<file path="src/design/crc16fr_pkg.sv">
// Shared types, codes and constants of the CRC-16 frame receiver.
// Depends on nothing; every other design file refers to it by scoped names.
package crc16fr_pkg;

	// Largest data length a mode 3 frame may announce
	localparam logic [7:0] MAX_DATA = 8'd64;

	// Added to the announced data length to give the byte count at which the low CRC byte closes a frame
	localparam logic [8:0] LEN_EXTRA = 9'd5;

	localparam logic [15:0] CRC_INIT = 16'hFFFF;
	localparam logic [15:0] CRC_POLY = 16'hA001;

	// Silence counter saturates here
	localparam logic [7:0] SILENCE_CAP = 8'd250;

	// Mode 1 frame size in bytes
	localparam logic [7:0] SUM_FRAME_LEN = 8'd4;

	// Protocol modes (mode 0 and mode 2 ignore bytes)
	localparam logic [1:0] MODE_SUM = 2'd1;
	localparam logic [1:0] MODE_CRC = 2'd3;

	// Configuration register indexes
	localparam logic [1:0] REG_PROTOCOL_MODE = 2'd0;
	localparam logic [1:0] REG_HEADER_BYTE   = 2'd1;
	localparam logic [1:0] REG_SILENCE_LIMIT = 2'd2;

	// Configuration reset values
	localparam logic [1:0] RST_PROTOCOL_MODE = 2'd3;
	localparam logic [7:0] RST_HEADER_BYTE   = 8'd0;
	localparam logic [7:0] RST_SILENCE_LIMIT = 8'd25;

	typedef enum logic [2:0] {
		KIND_NONE    = 3'd0,
		KIND_BYTE    = 3'd1,
		KIND_GOOD    = 3'd2,
		KIND_BAD     = 3'd3,
		KIND_LENERR  = 3'd4,
		KIND_TIMEOUT = 3'd5
	} kind_t;

	typedef struct packed {
		logic       func;
		logic [7:0] rx_byte;
	} in_beat_t;

	typedef struct packed {
		kind_t       kind;
		logic [7:0]  data_byte;
		logic [7:0]  byte_index;
		logic [31:0] bad_check_count;
	} out_beat_t;

	typedef struct packed {
		logic [1:0] protocol_mode;
		logic [7:0] header_byte;
		logic [7:0] silence_limit;
	} cfg_t;

	// One byte through the reflected CRC-16/MODBUS shift register
	function automatic logic [15:0] crc_feed(input logic [15:0] crc_in, input logic [7:0] b_in);
		logic [15:0] crc;
		logic [7:0]  b;
		logic        mix;
		crc = crc_in;
		b   = b_in;
		for (int i = 0; i < 8; i++) begin
			mix = crc[0] ^ b[0];
			crc = {1'b0, crc[15:1]};
			if (mix) begin
				crc = crc ^ CRC_POLY;
			end
			b = {1'b0, b[7:1]};
		end
		return crc;
	endfunction

endpackage

</file>
<file path="src/design/crc16_frame_receiver_top.sv">
// CRC-16 frame receiver, top level: input register, framing logic, result register.
// An accepted beat is held in the input register, and its result is registered in the result register.
// Throughput: one beat per cycle unless a full result register is held by out_stall.
// Reset: clears valids and framing state, loads register defaults; no clearing pass.
module crc16_frame_receiver_top #(
	parameter logic [7:0] MAX_DATA = crc16fr_pkg::MAX_DATA
) (
	input  logic                    clk,
	input  logic                    arst_n,
	input  logic                    in_valid,
	output logic                    in_stall,
	input  crc16fr_pkg::in_beat_t   in_data,
	output logic                    out_valid,
	input  logic                    out_stall,
	output crc16fr_pkg::out_beat_t  out_data,
	input  logic                    cfg_we,
	input  logic [1:0]              cfg_index,
	input  logic [7:0]              cfg_data
);

	crc16fr_pkg::cfg_t      cfg;
	crc16fr_pkg::in_beat_t  item_s1;
	logic                   valid_s1;
	crc16fr_pkg::out_beat_t result;
	crc16fr_pkg::out_beat_t result_s2;
	logic                   valid_s2;
	logic                   advance;
	logic                   step;

	assign advance  = !valid_s2 || !out_stall;
	assign step     = valid_s1 && advance;
	assign in_stall = valid_s1 && !advance;

	crc16fr_cfg u_cfg (
		.clk       (clk),
		.arst_n    (arst_n),
		.cfg_we    (cfg_we),
		.cfg_index (cfg_index),
		.cfg_data  (cfg_data),
		.cfg       (cfg)
	);

	crc16fr_frame #(
		.MAX_DATA (MAX_DATA)
	) u_frame (
		.clk    (clk),
		.arst_n (arst_n),
		.step   (step),
		.item   (item_s1),
		.cfg    (cfg),
		.result (result)
	);

	// Hold the input beat until the framing logic takes it
	always_ff @(posedge clk or negedge arst_n) begin
		if (!arst_n) begin
			valid_s1 <= 1'b0;
		end else if (!in_stall) begin
			valid_s1 <= in_valid;
		end
	end

	always_ff @(posedge clk) begin
		if (!in_stall && in_valid) begin
			item_s1 <= in_data;
		end
	end

	// Result register: load when empty or being drained
	always_ff @(posedge clk or negedge arst_n) begin
		if (!arst_n) begin
			valid_s2 <= 1'b0;
		end else if (advance) begin
			valid_s2 <= valid_s1;
		end
	end

	always_ff @(posedge clk) begin
		if (step) begin
			result_s2 <= result;
		end
	end

	assign out_valid = valid_s2;
	assign out_data  = result_s2;

	// Input side stalls only with a beat waiting behind a stalled result
	a_stall_cause: assert property (@(posedge clk) disable iff (!arst_n)
		in_stall |-> (valid_s1 && valid_s2 && out_stall))
		else $error("input stalled without a blocked result");

	// A beat held in the input register reaches the result register once drained
	a_beat_moves: assert property (@(posedge clk) disable iff (!arst_n)
		valid_s1 && advance |=> valid_s2)
		else $error("beat lost between stages");

endmodule

</file>
<file path="src/design/crc16fr_cfg.sv">
// Configuration register file of the CRC-16 frame receiver.
// Uses crc16fr_pkg for register indexes, reset values and cfg_t.
module crc16fr_cfg (
	input  logic                clk,
	input  logic                arst_n,
	input  logic                cfg_we,
	input  logic [1:0]          cfg_index,
	input  logic [7:0]          cfg_data,
	output crc16fr_pkg::cfg_t   cfg
);

	crc16fr_pkg::cfg_t cfg_q;

	// Write one register; an index beyond the list is dropped
	always_ff @(posedge clk or negedge arst_n) begin
		if (!arst_n) begin
			cfg_q.protocol_mode <= crc16fr_pkg::RST_PROTOCOL_MODE;
			cfg_q.header_byte   <= crc16fr_pkg::RST_HEADER_BYTE;
			cfg_q.silence_limit <= crc16fr_pkg::RST_SILENCE_LIMIT;
		end else if (cfg_we) begin
			case (cfg_index)
				crc16fr_pkg::REG_PROTOCOL_MODE: cfg_q.protocol_mode <= cfg_data[1:0];
				crc16fr_pkg::REG_HEADER_BYTE:   cfg_q.header_byte   <= cfg_data;
				crc16fr_pkg::REG_SILENCE_LIMIT: cfg_q.silence_limit <= cfg_data;
				default: ;
			endcase
		end
	end

	assign cfg = cfg_q;

endmodule

</file>
<file path="src/design/crc16fr_frame.sv">
// Framing state and per-beat decode of the CRC-16 frame receiver.
// Uses crc16fr_pkg for types, codes and the CRC byte update.
module crc16fr_frame #(
	parameter logic [7:0] MAX_DATA = crc16fr_pkg::MAX_DATA
) (
	input  logic                    clk,
	input  logic                    arst_n,
	input  logic                    step,
	input  crc16fr_pkg::in_beat_t   item,
	input  crc16fr_pkg::cfg_t       cfg,
	output crc16fr_pkg::out_beat_t  result
);

	logic        hunting_q, hunting_n;
	logic [7:0]  count_q, count_n;
	logic [8:0]  length_q, length_n;
	logic [15:0] check_q, check_n;
	logic [7:0]  prev_q, prev_n;
	logic [7:0]  silence_q, silence_n;
	logic [31:0] bad_q, bad_n;

	crc16fr_pkg::kind_t kind;
	logic [7:0]  idx;
	logic [7:0]  b;
	logic [7:0]  count_inc;
	logic [15:0] sum_base;
	logic [8:0]  len_eff;
	logic [7:0]  tick_inc;

	assign b = item.rx_byte;

	// Work out the next state and the result of the beat at the input register
	always_comb begin
		hunting_n = hunting_q;
		count_n   = count_q;
		length_n  = length_q;
		check_n   = check_q;
		prev_n    = prev_q;
		silence_n = silence_q;
		bad_n     = bad_q;
		kind      = crc16fr_pkg::KIND_NONE;
		idx       = '0;
		count_inc = count_q + 8'd1;
		sum_base  = (count_inc == 8'd1) ? 16'd0 : check_q;
		len_eff   = (count_q == 8'd1) ? ({1'b0, b} + crc16fr_pkg::LEN_EXTRA) : length_q;
		tick_inc  = (silence_q < crc16fr_pkg::SILENCE_CAP) ? (silence_q + 8'd1) : silence_q;

		if (item.func) begin
			// Timer tick: count silence only while a frame is open
			if (!hunting_q) begin
				silence_n = tick_inc;
				if (tick_inc == cfg.silence_limit) begin
					hunting_n = 1'b1;
					kind      = crc16fr_pkg::KIND_TIMEOUT;
				end
			end
		end else begin
			silence_n = '0;
			case (cfg.protocol_mode)
				crc16fr_pkg::MODE_SUM: begin
					idx = count_q;
					if (count_inc < crc16fr_pkg::SUM_FRAME_LEN) begin
						count_n = count_inc;
						check_n = sum_base + {8'd0, b};
						kind    = crc16fr_pkg::KIND_BYTE;
					end else begin
						count_n = '0;
						check_n = '0;
						if (sum_base[7:0] == b) begin
							kind = crc16fr_pkg::KIND_GOOD;
						end else begin
							kind  = crc16fr_pkg::KIND_BAD;
							bad_n = bad_q + 32'd1;
						end
					end
				end
				crc16fr_pkg::MODE_CRC: begin
					if (hunting_q) begin
						// Hunt for the header and seed the CRC with it
						if (b == cfg.header_byte) begin
							hunting_n = 1'b0;
							count_n   = '0;
							length_n  = {1'b0, MAX_DATA} + crc16fr_pkg::LEN_EXTRA;
							check_n   = crc16fr_pkg::crc_feed(crc16fr_pkg::CRC_INIT, b);
						end
					end else if (count_q == 8'd1 && b > MAX_DATA) begin
						// Length too large: abandon the frame
						idx       = count_q;
						hunting_n = 1'b1;
						kind      = crc16fr_pkg::KIND_LENERR;
					end else begin
						idx      = count_q;
						kind     = crc16fr_pkg::KIND_BYTE;
						length_n = len_eff;
						if (({2'b00, count_q} + 10'd2) <= {1'b0, len_eff}) begin
							check_n = crc16fr_pkg::crc_feed(check_q, b);
						end else if ({1'b0, count_q} >= len_eff) begin
							// Low CRC byte closes the frame
							hunting_n = 1'b1;
							if ({prev_q, b} == check_q) begin
								kind = crc16fr_pkg::KIND_GOOD;
							end else begin
								kind  = crc16fr_pkg::KIND_BAD;
								bad_n = bad_q + 32'd1;
							end
						end
						prev_n = b;
						if (!hunting_n) begin
							count_n = count_inc;
						end
					end
				end
				default: ;
			endcase
		end

		result.kind            = kind;
		result.data_byte       = (kind == crc16fr_pkg::KIND_NONE ||
		                          kind == crc16fr_pkg::KIND_TIMEOUT) ? 8'd0 : b;
		result.byte_index      = idx;
		result.bad_check_count = bad_n;
	end

	// Advance the framing state once per beat
	always_ff @(posedge clk or negedge arst_n) begin
		if (!arst_n) begin
			hunting_q <= 1'b1;
			count_q   <= '0;
			length_q  <= '0;
			check_q   <= '0;
			prev_q    <= '0;
			silence_q <= '0;
			bad_q     <= '0;
		end else if (step) begin
			hunting_q <= hunting_n;
			count_q   <= count_n;
			length_q  <= length_n;
			check_q   <= check_n;
			prev_q    <= prev_n;
			silence_q <= silence_n;
			bad_q     <= bad_n;
		end
	end

	// The bad-frame counter moves only on a beat, and by one at most
	a_bad_idle: assert property (@(posedge clk) disable iff (!arst_n)
		!step |=> $stable(bad_q))
		else $error("bad-frame counter changed without a beat");

	a_bad_step: assert property (@(posedge clk) disable iff (!arst_n)
		step |=> (bad_q == $past(bad_q) || bad_q == $past(bad_q) + 32'd1))
		else $error("bad-frame counter jumped");

	// A frame verdict comes only from a received byte
	a_verdict_byte: assert property (@(posedge clk) disable iff (!arst_n)
		step && (result.kind == crc16fr_pkg::KIND_GOOD ||
		         result.kind == crc16fr_pkg::KIND_BAD) |-> !item.func)
		else $error("frame verdict on a timer tick");

	// A timeout leaves the receiver hunting
	a_timeout_hunt: assert property (@(posedge clk) disable iff (!arst_n)
		step && result.kind == crc16fr_pkg::KIND_TIMEOUT |=> hunting_q)
		else $error("timeout did not abandon the frame");

endmodule
</file>
<file path="config.mk">
export PLATFORM = sky130hd
export DESIGN_NAME = crc16_frame_receiver_top
export DESIGN_NICKNAME = d
export VERILOG_FILES = /design/src/design/crc16fr_pkg.sv /design/src/design/crc16_frame_receiver_top.sv /design/src/design/crc16fr_cfg.sv /design/src/design/crc16fr_frame.sv
export SDC_FILE = /design/constraint.sdc
export NUM_CORES = 1
export LEC_CHECK = 0
export BUFFER_PORTS_ARGS = -buffer_cell sky130_fd_sc_hd__buf_2
export CAP_MARGIN = 5
export CORE_MARGIN = 2
export CORE_UTILIZATION = 30
export CTS_BUF_LIST = sky130_fd_sc_hd__clkbuf_8
export DETAILED_ROUTE_END_ITERATION = 8
export GPL_TIMING_DRIVEN = 0
export MAX_ROUTING_LAYER = met4
export PLACE_DENSITY_LB_ADDON = 0.05
export SKIP_LAST_GASP = 1
export SLEW_MARGIN = 20
export SYNTH_ARGS = -nofsm -noshare
export SYNTH_HDL_FRONTEND = slang
export SYNTH_SLANG_ARGS = --single-unit
</file>
<file path="constraint.sdc">
create_clock -name clk -period 3.95 [get_ports clk]
set_input_delay 0.395 -clock clk [delete_from_list [all_inputs] [get_ports clk]]
set_output_delay 0.395 -clock clk [all_outputs]
set_load 0.005 [all_outputs]
</file>
* After elaboration in Yosys (flattened, before gate mapping) *
Index checks and enable logic that the tools add are counted.

storage, ports and cells
  output and inout port bits = 53
  bits of input ports = 24
  register bits after elaboration = 162

operators by class
  $lt $le $gt $ge = 5
  bitwise gates (word level) = 33
  reductions and logical operators = 23
  add/sub/neg operators = 6
  mux-type cells = 134
  equal/unequal tests = 18

operator list
  operator                 count
  $mux W16                 85
  $mux W32                 8
  $mux W8                  9
  $pmux W32 S2             1
  $not A2 Y3               15
  $mux W9                  4
  $add A32 B1 Y32 const B  1
  $pmux W16 S2             1
  $pmux W8 S2              2
  $eq A8 B8 Y1             3
  $mux W3                  8
  $add A16 B8 Y16          1
  $add A8 B1 Y8 const B    2
  $eq A16 B16 Y1           1
  $eq A8 B1 Y1 const B     2
  $mux W1                  15
  $xor A1 B1 Y1            15
  $reduce_and A6 Y1        2
  $le A10 B9 Y1            1
  $reduce_and A2 Y1        5
  $reduce_and A5 Y1        2
  $add A8 B2 Y9 const B    1
  $add A8 B3 Y9 const B    1
  $ge A8 B9 Y1             1
  19 further kinds         33

* Depth between registers and ports, before layout *
Gate-level depths: netlist of run 1.

  depth in word-level cells = 56
  mapped depth = 20
  mapped depth without buffers = 18

* Hierarchy *
A second synthesis of run 1 with hierarchy kept.

unflattened totals
  cell total of the unflattened synthesis = 1079
  area, all modules = 10281.1 um^2

modules (own cells, without submodules)
  module                    times used  area an instance (um^2)  cells an instance
  crc16fr_frame             1           7668.6                   972
  crc16_frame_receiver_top  1           1894.3                   68
  crc16fr_cfg               1           718.2                    39

* Least setup slack after synthesis of run 1 *
OpenSTA, ideal clock, no wires.

  kind = reg2reg
  from = register u_frame.count_q[1]
  to = register u_frame.bad_q[15]
  cell stages (with the launch flop) = 19
  data arrival time = 4.151 ns
  period minus slack after synthesis = 4.272 ns
  path slack = -0.322 ns
  data required time = 3.829 ns
  buffers on the path = 1
  setup time = 0.121 ns
  path through = dfrtp_1 -> inv_1 -> ha_1 -> nor4b_4 -> nand2_1 -> nor4b_1 -> a21o_1 -> inv_1 -> ha_1 -> nand2_1 -> or3_1 -> or3_1 -> mux2i_1 -> a21o_2 -> nand3_4 -> o31a_1 -> buf_2 -> or4_1 -> a22o_1

on the way
  cells in the longest elaborated chain, start to end = 9
  elaborated cells on any way between the ends = 19
  classes of those cells = add/sub (2); order compare (3); eq/ne (3); mux (10); reduce/logical (1)

RTL lines
  item                                                                   RTL line              RTL
  start, declared                                                        crc16fr_frame.sv:15   logic [7:0] count_q, count_n;
  start signal, assigned                                                 crc16fr_frame.sv:136  count_q <= count_n;
  parallel branches: the longest is 7 deep, another holds $le A10 B9 Y1  --
  $pmux W32 S2 (*)                                                       crc16fr_frame.sv:59   case (cfg.protocol_mode)
  $mux W32 (*)                                                           crc16fr_frame.sv:48   if (item.func) begin
  end signal, assigned                                                   crc16fr_frame.sv:141  bad_q <= bad_n;
  end, declared                                                          crc16fr_frame.sv:20   logic [31:0] bad_q, bad_n;

Every way passes the cells marked *.
A chain may end at the register's enable or synchronous reset.

* Final worst setup path of run 1 *
  from = register item_s1[0] (netlist bit)
  to = register u_frame.bad_q[15]

on the way
  cells in the longest elaborated chain, start to end = 9
  elaborated cells on any way between the ends = 17
  classes of those cells = add/sub (1); order compare (3); eq/ne (2); mux (10); reduce/logical (1)

RTL lines
  item                    RTL line                        RTL
  start, declared         crc16_frame_receiver_top.sv:22  crc16fr_pkg::in_beat_t item_s1;
  start signal, assigned  crc16_frame_receiver_top.sv:65  item_s1 <= in_data;
  $add A8 B3 Y9           crc16fr_frame.sv:45             len_eff = (count_q == 8'd1) ? ({1'b0, b} + crc16fr_pkg::LEN_EXTRA) : length_q;
  $mux W9                 crc16fr_frame.sv:45
  $ge A8 B9 Y1            crc16fr_frame.sv:97             end else if ({1'b0, count_q} >= len_eff) begin
  $mux W32                crc16fr_frame.sv:97
  $mux W32                crc16fr_frame.sv:95             if (({2'b00, count_q} + 10'd2) <= {1'b0, len_eff}) begin
  $mux W32                crc16fr_frame.sv:86             end else if (count_q == 8'd1 && b > MAX_DATA) begin
  $mux W32                crc16fr_frame.sv:78             if (hunting_q) begin
  $pmux W32 S2 (*)        crc16fr_frame.sv:59
  $mux W32 (*)            crc16fr_frame.sv:48

Mark *: on every way between the ends. The rest lies on a longest branch, timed or not.

==> metrics.md, run 1 <==
| Metric | Value |
|---|---|
| Pre-CTS setup slack | -1.79 ns |
| R2R Path End | u_frame.bad_q[15] |
| EDFF count, synth | 60 |
| Fraction of the yosys area taken by sequential cells | 0.439 |
| Drt initial violations | 497 |
| Synth Area in Simple Gates | 0.175 |
| Clock transition at path regs | 0.10 ns |
| Std cell rows | 66 |
| Tightest Pin Transition | 1.17 ns |
| Minimum clock period | 4.31 ns |
| Crit path to | u_frame.bad_q[15] |
| CORE AREA | 32600 um^2 |
| Clock share of power | 0.148 |
| First-pass GRT wire length | 49.8 mm |
| Synth Warn # | 0 |
| Largest family of logic cells by synthesized area | simple AND/OR/NAND/NOR gates |
| Syn nets | 1069 |
| DRC viols | 0 |
| Root buf cell | clkbuf_8 |
| Register bit count reported by yosys | 162 |
| CTS Buffer Depth | 2 |
| Hold Vio Cnt, Final | 0 |
| Clock Sinks | 162 |
| Critical path class | flip-flop to flip-flop |
| RSZ-0062 raised after global routing | yes |
| Vias per cell | 5.03 |
| Worst-case reg-to-reg path depth | 15 |
| RR Startpoint | item_s1[0] |
| Total net switching power | 3.57 mW |
| Critical Path RT | 4.35 ns |
| Horiz. Die Dim | 186 um |
| Internal power | 5.01 mW |
| GPL Wtd Cong | 0.828 |
| Hold crit path type | primary input to flip-flop |
| Max Clk Rate | 232 MHz |
| Critical path origin | item_s1[0] |
| Post-synth top area share | 0.242 |
| Rel. slew slack | 0.223 |
| Overflow after GRT | 0 |
| Critical Path End Type | flip-flop |
| Largest cells by area after synthesis | dfrtp_1, edfxtp_1, xnor2_1 |
| Vias | 8350 |
| Fin nets | 1267 |
| Final setup margin | -0.363 ns |
| Violated checks | negative setup slack |
| Fin area | 13400 um^2 |
| Drt pass-1 iters | 5 |
| Die area | 34600 um^2 |
| DRT Wirelength | 31.9 mm |
| Total Routing Usage GR | 0.197 |
| Final Slew Violations | 0 |
| R2r setup slk | -0.36 ns |
| CTS buffer count | 17 |
| Share of cells above drive strength 1 | 0.349 |
| Comb pwr share | 0.578 |
| Synth Cell Area | 9940 um^2 |
| Initial Util | 0.305 |
| Largest net degree at the start of global routing | 57 |
| Clock skew | 0.0141 ns |
| Cell taking the most area after synthesis | dfrtp_1 |
| IO Pins | 77 |
| Post-synthesis adder-cell area fraction | 0.0496 |
| Fillers | 3240 |
| Most frequent cells in the layout | dfrtp_1, buf_4, buf_2, nand2_1, nor2_1 |
| Commonest non-fill, non-tap cell in the layout | dfrtp_1 |
| Htree depth | 4 |
| Diodes inserted | 0 |
| Initial antenna violation count | 0 |
| Placed cells | 1528 |
| Mux contribution to synthesized area | 0.0377 |
| Pleak | 5.74 nW |
| Synth async-reset ratio | 0.630 |
| Crit share post-route | 1.09 |
| Worst vdd ir | 0.281 mV |
| Largest fanout on the critical path | 8 |
| Power Density | 639 nW/um^2 |
| Synth Instances | 1007 |
| Detail Placement HPWL | 22.2 mm |
| Tot Pwr | 8.58 mW |
| Final setup fails | 88 |
| MaxCap Viol Count | 0 |
| WL/cell | 19.2 um |
| Fin cells | 1660 |
| Critical Path AT | 4.71 ns |
| Clk_lat worst skew | 0.50 ns |
| Status | complete, but fails checks |
| Post-Synth XOR/XNOR Area | 0.111 |
| Switching share of power | 0.416 |
| CTS tree | done |
| I/O Buffers | 76 |
| CP startpoint kind | flip-flop |
| Synth Flop Type | dfrtp_1 |
| Flop pwr share | 0.274 |
| Synth cell types | 81 |
| Dpl cell area | 11100 um^2 |
| Area Overhead vs Synth | 35.0% |
| Compound-cell area share of the yosys netlist | 0.152 |
| Post-DRT Antenna Nets | 0 |
| Synthesized area per cell | 9.88 um^2 |
| Number of global-route vias before repair | 8473 |
| Die height | 186 um |
-- kinds of logic (layout without fill, tap and decap cells) --
group	count (synthesis)	count (layout)
fa+ha+maj	39	39
simple gates	345	345
mux	34	34
flops	162	162
xor+xnor	123	123
buf+inv	89	300
compound gates	215	215
-- flip-flops by register name, summed over array words and instances, names as in the netlist --
signal             cells
item_s1                9
out_data              51
out_valid              1
u_cfg.cfg             18
u_frame.bad_q         32
u_frame.check_q       16
u_frame.count_q        8
u_frame.hunting_q      1
u_frame.length_q       9
u_frame.prev_q         8
u_frame.silence_q      8
valid_s1               1
-- metal layers --
| layer | GRT usage | share of wire |
|---|---|---|
| met2 | 0.310 | 0.47 |
| met4 | 0.0620 | 0.017 |
| met1 | 0.264 | 0.48 |
| met5 | - | 0 |
| met3 | 0.0268 | 0.029 |
-- worst max-delay path, cell delays in order, from the launching register on --
cell and delay (ns):
edfxtp_1 0.45, buf_4 0.26, a21oi_2 0.12, or3_1 0.39, a31o_4 0.29, ha_1 0.31, nand2_2 0.06, or3_4 0.33
or3_4 0.34, mux2i_4 0.17, a21o_2 0.19, nand3_4 0.13, o31a_1 0.32, buf_6 0.15, or4_1 0.47, a22o_1 0.21
-- cells in the mapped netlist, drive strengths merged, types with 8 or more instances --
cell and instances:
o21ai 53, a21o 12, and3 25, mux2 28, nand2 73, nor2b 11
edfxtp 60, ha 37, o21a 8, and2 16, xor2 54, buf 14
a211o 8, a21oi 32, nand4 15, xnor2 67, dfrtp 96, nor3 42
nor2 75, nand2b 10, a31oi 19, nand3 45, o31ai 12, clkbuf 44
nor4 9, inv 31, or3 10
-- power groups by stage --
stage / Combinational (mW) / Sequential, mW / Clock (mW)
2_1_floorplan: 2.51 / 2.31 / 0
3_3_place_gp: 3.40 / 2.39 / 0
3_5_place_dp: 3.41 / 2.39 / 0
4_1_cts: 4.60 / 2.34 / 1.31
5_1_grt: 5.39 / 2.40 / 1.37
6_report: 4.96 / 2.35 / 1.27
-- cell type report --
| class | count | area, um^2 | share of cell area |
|---|---|---|---|
| Buffer | 54 | 325 | 0.0242 |
| Clock buffer | 19 | 262 | 0.0195 |
| Clock inverter | 13 | 125 | 0.00932 |
| Inverter | 31 | 121 | 0.00904 |
| Multi-Input combinational cell | 756 | 6330 | 0.472 |
| Sequential cell | 162 | 4370 | 0.325 |
| Tap cell | 442 | 553 | 0.0412 |
| Timing Repair Buffer | 183 | 1340 | 0.100 |
-- how the worst min path moves through the flow --
| stage | slack, ns | end | from | cells past startpoint |
|---|---|---|---|---|
| floorplan | 0.1 | out_valid | arst_n | 0 |
| global placement | 0.46 | u_frame.length_q[1] | u_frame.length_q[1] | 2 |
| detailed placement | 0.40 | u_frame.check_q[2] | arst_n | 1 |
| CTS | 0.02 | item_s1[8] | in_data[8] | 1 |
| global route | 0.04 | item_s1[8] | in_data[8] | 1 |
| finish | 0.06 | item_s1[8] | in_data[8] | 1 |
-- timing repair --
item | in CTS | in global routing
cloned | 2 | 1
pin swaps | 54 | 48
resized for setup | 173 | 71
setup endpoints to repair | 107 | 106
hold endpoints to repair | 45 | 0
hold buffers | 1 | 0
buffers inserted | 84 | 18
-- stage by stage --
stage	setup TNS [ns]	utilization	hold WS (ns)
finish	-17.86	0.412	0.0612
CTS	-17.53	0.398	0.0234
detailed placement	-126.25	0.341	0.399
floorplan	-5.64	-	0.0994
global route	-34.55	0.412	0.0365
global placement	-131.48	0.338	0.464
Note: power is estimated with default switching activity, not from simulation.
==> run 2, diff against run 1 <==
--- a/config.mk
+++ b/config.mk
@@ -14,6 +14,7 @@
 export GPL_TIMING_DRIVEN = 0
 export MAX_ROUTING_LAYER = met4
 export PLACE_DENSITY_LB_ADDON = 0.05
+export SETUP_SLACK_MARGIN = 0.3
 export SKIP_LAST_GASP = 1
 export SLEW_MARGIN = 20
 export SYNTH_ARGS = -nofsm -noshare
==> run 2 against run 1 <==
  * The flow still finishes with violations (negative setup slack)
  * Clock skew grew 0.0021 ns
  * Flip-flop and latch count is the same
  * Worst setup slack gained 0.073 ns
  * Critical path type unchanged
  * Largest power group unchanged
==> metrics.md, run 2 (synthesized netlist as in run 1, its figures left out) <==
| Metric | Value |
|---|---|
| CTS buffer count | 17 (unchanged) |
| Commonest non-fill, non-tap cell in the layout | dfrtp_1 |
| Std cell rows | 66 (unchanged) |
| Final Slew Violations | 0 (unchanged) |
| Hold Vio Cnt, Final | 0 (unchanged) |
| Fin nets | 1281 (+1.1%) |
| Drt pass-1 iters | 5 (unchanged) |
| Vias per cell | 5.06 (+0.58%) |
| Htree depth | 4 (unchanged) |
| MaxCap Viol Count | 0 (unchanged) |
| Largest fanout on the critical path | 7 (-1) |
| Clock transition at path regs | 0.10 ns (about the same) |
| Met1 Wirelength | 15.9 mm (+3.0%) |
| Max Clk Rate | 236 MHz (+1.7%) |
| DRC viols | 0 (unchanged) |
| Total Routing Usage GR | 0.196 (-0.00106) |
| Worst vdd ir | 0.295 mV (+5.0%) |
| DRT Wirelength | 32.2 mm (+0.96%) |
| Post-DRT Antenna Nets | 0 (unchanged) |
| CORE AREA | 32600 um^2 (unchanged) |
| Root buf cell | clkbuf_8 |
| Share of cells above drive strength 1 | 0.388 (+0.0391) |
| Fin cells | 1674 (+0.84%) |
| I/O Buffers | 76 (unchanged) |
| Largest net degree at the start of global routing | 59 (+3.5%) |
| Critical Path AT | 4.50 ns (-0.21 ns) |
| Max FFs per register | 51 (unchanged) |
| Initial antenna violation count | 0 (unchanged) |
| Clock Sinks | 162 (unchanged) |
| Switching share of power | 0.411 (-0.00565) |
| Diodes inserted | 0 (unchanged) |
| Initial Util | 0.305 (unchanged) |
| Horiz. Die Dim | 186 um (unchanged) |
| Critical path class | flip-flop to flip-flop |
| Crit share post-route | 1.07 (-0.0184) |
| IO Pins | 77 (unchanged) |
| Internal power | 5.42 mW (+8.4%) |
| Die area | 34600 um^2 (unchanged) |
| Highest metal used | met4 |
| Clock skew | 0.0161 ns (+0.00206 ns) |
| Detail Placement HPWL | 22.1 mm (-0.58%) |
| CP startpoint kind | flip-flop |
| Tot Pwr | 9.21 mW (+7.3%) |
| CTS tree | done |
| Power Density | 657 nW/um^2 (+2.9%) |
| Total net switching power | 3.78 mW (+5.9%) |
| Violated checks | negative setup slack |
| Area occupied by multi-input gates | 6630 um^2 (+4.7%) |
| Fillers | 3241 (+0.031%) |
| Tightest Pin Transition | 1.21 ns (+0.0407 ns) |
| Rel. slew slack | 0.196 (-0.0271) |
| Status | complete, but fails checks |
| GPL Wtd Cong | 0.815 (-1.5%) |
| WL/cell | 19.2 um (+0.11%) |
| WL met3 | 918 um (-0.86%) |
| Clock share of power | 0.143 (-0.005) |
| Minimum clock period | 4.24 ns (-0.0729 ns) |
| Overflow after GRT | 0 (unchanged) |
| Vias | 8469 (+1.4%) |
| RSZ-0062 raised after global routing | yes |
| Area Overhead vs Synth | 40.9% |
| First-pass GRT wire length | 49.6 mm (-0.43%) |
| Comb pwr share | 0.600 (+0.022) |
| Hold crit path type | primary input to flip-flop |
| Final setup margin | -0.291 ns (+0.0729 ns) |
| Critical Path RT | 4.21 ns (-0.14 ns) |
| CTS Buffer Depth | 2 (unchanged) |
| Most frequent cells in the layout | dfrtp_1, buf_2, buf_4, xnor2_1, nand2_1 |
| Clk_lat worst skew | 0.50 ns (about the same) |
| Pleak | 5.98 nW (+4.1%) |
| Register area | 4370 um^2 (unchanged) |
| Met2 WL | 14.7 mm (-2.4%) |
| R2r setup slk | -0.29 ns (+0.07 ns) |
| Flop pwr share | 0.257 (-0.017) |
| Die height | 186 um (unchanged) |
| Drt initial violations | 515 (+3.6%) |
| Critical Path End Type | flip-flop |
| Final setup fails | 85 (-3.4%) |
| Placed cells | 1527 (-0.065%) |
| Pre-CTS setup slack | -1.63 ns (+0.163 ns) |
| Number of global-route vias before repair | 8395 (-0.92%) |
==> run 2: cell count changes in the layout (fill, tap and decap cells not counted), moves of 7 or more <==
| cell | before | now |
|---|---|---|
| nor2_2 | 4 | 12 |
| o21ai_0 | 39 | 32 |
| nor2_1 | 66 | 52 |
| buf_8 | 3 | 11 |
| buf_4 | 90 | 72 |
| buf_6 | 16 | 40 |
==> run 2: final timing paths <==
kind / startpoint / to / depth (start not counted)
max in group asynchronous: arst_n / u_cfg.cfg[0] / 3
setup / recovery: u_frame.count_q[1] / out_data[1] / 20
min in group asynchronous: arst_n / u_frame.check_q[0] / 2
hold reg to reg: u_frame.bad_q[31] / u_frame.bad_q[31] / 1
setup reg to reg: u_frame.count_q[1] / out_data[1] / 20
hold / removal: in_data[8] / item_s1[8] / 1
==> run 2: layout make-up <==
cell class                 count  area share
multi-input combinational    757       0.473
sequential                   162       0.312
timing repair buffer         192       0.108
tap                          442      0.0395
buffer                        58      0.0297
clock buffer                  19      0.0187
clock inverter                13      0.0104
inverter                      31     0.00893
==> run 2: repair_timing <==
action,4_1_cts,5_1_grt
cloned,3,2
hold buffers,1,0
setup endpoints to repair,107,107
endpoints found under the hold margin,43,0
gates resized for setup,198,148
pin swaps,75,67
buffers inserted,77,32
==> run 2: worst max-delay path: stages, from the launching register on <==
cell	delay, ns
dfrtp_2	0.46
inv_4	0.08
ha_4	0.12
nor4b_4	0.19
buf_6	0.17
nand2_8	0.06
nor4b_4	0.21
a21o_1	0.15
inv_2	0.06
ha_4	0.27
nand2_2	0.05
or3_4	0.32
or3_4	0.34
mux2i_4	0.21
a21o_4	0.17
nand3_4	0.09
o31a_1	0.31
buf_6	0.15
buf_12	0.13
nor2_4	0.11
mux2_4	0.32
==> run 2: power groups by stage <==
| stage | registers (mW) | clock network [mW] | logic, mW |
|---|---|---|---|
| 6_report | 2.36 | 1.32 | 5.53 |
| 3_3_place_gp | 2.39 | 0 | 3.43 |
| 4_1_cts | 2.35 | 1.38 | 4.79 |
| 2_1_floorplan | 2.31 | 0 | 2.54 |
| 3_5_place_dp | 2.39 | 0 | 3.43 |
| 5_1_grt | 2.41 | 1.43 | 5.96 |
==> run 2: metrics by stage <==
stage | util | setup TNS [ns] | hold slack (ns) | instance area [um^2]
final | 0.429 | -14.46 | 0.0709 | 14000
after global routing | 0.429 | -31.78 | 0.0429 | 14000
after CTS | 0.402 | -14.36 | 0.0272 | 13100
after detailed placement | 0.341 | -117.25 | 0.385 | 11100
after global placement | 0.340 | -125.89 | 0.463 | 11100
after floorplan | - | -5.60 | 0.0994 | 10100
==> run 2: layer usage <==
metal	vias up	global-route usage
met5	-	-
met4	0	0.0643
met3	44	0.0299
met2	143	0.302
met1	4188	0.265
li1	4094	-
==> run 3, diff against run 2 <==
--- a/config.mk
+++ b/config.mk
@@ -5,15 +5,15 @@
 export SDC_FILE = /design/constraint.sdc
 export NUM_CORES = 1
 export LEC_CHECK = 0
-export BUFFER_PORTS_ARGS = -buffer_cell sky130_fd_sc_hd__buf_2
 export CAP_MARGIN = 5
 export CORE_MARGIN = 2
-export CORE_UTILIZATION = 30
+export CORE_UTILIZATION = 60
 export CTS_BUF_LIST = sky130_fd_sc_hd__clkbuf_8
 export DETAILED_ROUTE_END_ITERATION = 8
+export DONT_BUFFER_PORTS = 1
 export GPL_TIMING_DRIVEN = 0
 export MAX_ROUTING_LAYER = met4
-export PLACE_DENSITY_LB_ADDON = 0.05
+export PLACE_DENSITY_LB_ADDON = 0.12
 export SETUP_SLACK_MARGIN = 0.3
 export SKIP_LAST_GASP = 1
 export SLEW_MARGIN = 20
==> run 3 against run 2 <==
  * Die area shrank 49%
  * The run still ends with negative setup slack left
  * Via count grew 4.8%
  * Power shrank 3.8%
  * Non-clock buffer count shrank 86
  * Combinational power shrank 4.7%
==> metrics.md, run 3 (synthesized netlist as in run 1, its figures left out) <==
| Metric | Value |
|---|---|
| Status | complete, but fails checks |
| Violated checks | negative setup slack |
| Initial Util | 0.606 (+0.301) |
| Max FFs per register | 51 (unchanged) |
| Final Slew Violations | 0 (unchanged) |
| Total net switching power | 3.70 mW (-2.1%) |
| DRT Wirelength | 29.6 mm (-7.9%) |
| Pre-CTS setup slack | -1.29 ns (+0.344 ns) |
| I/O Buffers | 0 (-100%) |
| Total Routing Usage GR | 0.333 (+0.137) |
| Comb pwr share | 0.595 (-0.005) |
| Worst vdd ir | 0.499 mV (+69%) |
| Critical Path AT | 4.83 ns (+0.33 ns) |
| Internal power | 5.15 mW (-5.0%) |
| Tightest Pin Transition | 1.20 ns (-0.00724 ns) |
| MaxCap Viol Count | 0 (unchanged) |
| Vias per cell | 6.50 (+29%) |
| CTS tree | done |
| Vias | 8875 (+4.8%) |
| Die height | 133 um (-29%) |
| IO Pins | 77 (unchanged) |
| Hold crit path type | primary input to flip-flop |
| Share of cells above drive strength 1 | 0.317 (-0.0710) |
| Largest net degree at the start of global routing | 103 (+75%) |
| Power Density | 685 nW/um^2 (+4.3%) |
| CTS Buffer Depth | 2 (unchanged) |
| Tot Pwr | 8.86 mW (-3.8%) |
| Clock skew | 0.0116 ns (-0.00449 ns) |
| Critical Path End Type | flip-flop |
| Area Overhead vs Synth | 30.0% |
| Initial antenna violation count | 0 (unchanged) |
| Pleak | 5.44 nW (-9.0%) |
| CP startpoint kind | flip-flop |
| Minimum clock period | 4.46 ns (+0.216 ns) |
| Drt initial violations | 850 (+65%) |
| Horiz. Die Dim | 133 um (-29%) |
| Detail Placement HPWL | 17.8 mm (-19%) |
| WHS Path Cells | 1 (unchanged) |
| Fin nets | 1194 (-6.8%) |
| Drt pass-1 iters | 8 (+3) |
| Max Clk Rate | 224 MHz (-4.8%) |
| Clock transition at path regs | 0.10 ns (about the same) |
| Critical Path RT | 4.33 ns (+0.12 ns) |
| Critical path class | flip-flop to flip-flop |
| DRC viols | 0 (unchanged) |
| Largest fanout on the critical path | 5 (-2) |
| First-pass GRT wire length | 44.9 mm (-9.5%) |
| Hold Vio Cnt, Final | 0 (unchanged) |
| Std cell rows | 47 (-29%) |
| Worst-case reg-to-reg path depth | 21 (+5.0%) |
| Post-DRT Antenna Nets | 0 (unchanged) |
| Dpl cell area | 10500 um^2 (-6.1%) |
| Flop pwr share | 0.270 (+0.013) |
| Most frequent cells in the layout | dfrtp_1, nand2_1, buf_4, nor2_1, xnor2_1 |
| Root buf cell | clkbuf_8 |
| Fin area | 12900 um^2 (-7.7%) |
| Overflow after GRT | 0 (unchanged) |
| CTS buffer count | 17 (unchanged) |
| WL/cell | 21.7 um (+13%) |
| CORE AREA | 16400 um^2 (-50%) |
| GPL Wtd Cong | 0.961 (+18%) |
| Switching share of power | 0.418 (+0.00729) |
| Rel. slew slack | 0.201 (+0.00483) |
| Die area | 17600 um^2 (-49%) |
| Clock share of power | 0.134 (-0.009) |
| Htree depth | 4 (unchanged) |
| Clk_lat worst skew | 0.48 ns (-0.02 ns) |
| Number of global-route vias before repair | 8436 (+0.49%) |
| Crit share post-route | 1.13 (+0.0547) |
| RSZ-0062 raised after global routing | yes |
| Final setup fails | 105 (+24%) |
| Commonest non-fill, non-tap cell in the layout | dfrtp_1 |
| Final setup margin | -0.507 ns (-0.216 ns) |
| Clock Sinks | 162 (unchanged) |
| Diodes inserted | 0 (unchanged) |
[run 3: cell types whose count changed in the layout (fill, tap and decap cells not counted), moves of 6 or more]
cell and change:
nor2_1 +10, buf_2 -74, buf_6 -9, dlygate4sd3_1 +9, nor2_2 -6, buf_4 -8
[run 3: critical path: stages, from the launching register on]
cell	delay, ns
dfrtp_2	0.45
ha_4	0.19
nand4_1	0.13
mux2i_2	0.20
o31ai_4	0.32
and2_4	0.24
nand2_4	0.07
buf_8	0.14
and2_4	0.15
ha_4	0.16
fa_2	0.37
a21o_1	0.18
a21oi_2	0.17
buf_4	0.14
nor2b_2	0.04
o21a_1	0.19
o41a_1	0.40
buf_4	0.18
buf_6	0.11
xnor2_2	0.11
o21ai_1	0.19
o2bb2ai_1	0.20
[run 3: power groups by stage]
stage	registers, mW	clock network (mW)	logic, mW
global placement	2.38	0	3.15
finish	2.40	1.19	5.27
floorplan	2.31	0	2.54
global route	2.43	1.27	5.59
CTS	2.35	1.19	4.46
detailed placement	2.39	0	3.19
[run 3: area by class of cell]
cell class	instances	area (um^2)
plain buffers	58	389
clock buffers	17	234
clock inverters	15	134
fillers	965	3480
inverters	31	119
multi-input cells	756	6420
flip-flops and latches	162	4370
well taps	220	275
repair buffers	106	986
[run 3: per-stage QoR]
step            util  std cells  hold slack (ns)  setup TNS (ns)
6_report       0.788       1365           0.0326          -25.01
5_1_grt        0.788       1365           0.0172          -37.86
4_1_cts        0.744       1339         0.000159          -11.23
3_5_place_dp   0.637       1229            0.104          -90.24
3_3_place_gp   0.635       1227            0.104          -88.90
2_1_floorplan      -       1007           0.0994           -5.60
[run 3: layer usage]
layer,GRT usage,up-vias,share of wire
met2,0.522,508,0.48
met5,-,-,0
li1,-,3906,-
met3,0.0567,115,0.081
met4,0.128,0,0.038
met1,0.438,4346,0.40
[run 3: path summary, 6_finish.rpt]
path,startpoint,end,slack [ns]
min,in_valid,valid_s1,0.03
max in group asynchronous,arst_n,u_cfg.cfg[17],2.97
max reg2reg,u_frame.count_q[1],u_frame.check_q[8],-0.51
max,u_frame.count_q[1],u_frame.check_q[8],-0.51
min reg2reg,valid_s1,out_valid,0.50
min in group asynchronous,arst_n,u_frame.bad_q[23],0.51
[run 3: what timing repair did]
item	CTS	global route
cloned	3	0
hold buffers	3	8
pin swaps	72	65
resized for setup	175	104
setup buffers	72	18
hold endpoints to repair	103	8
setup endpoints to repair	107	107
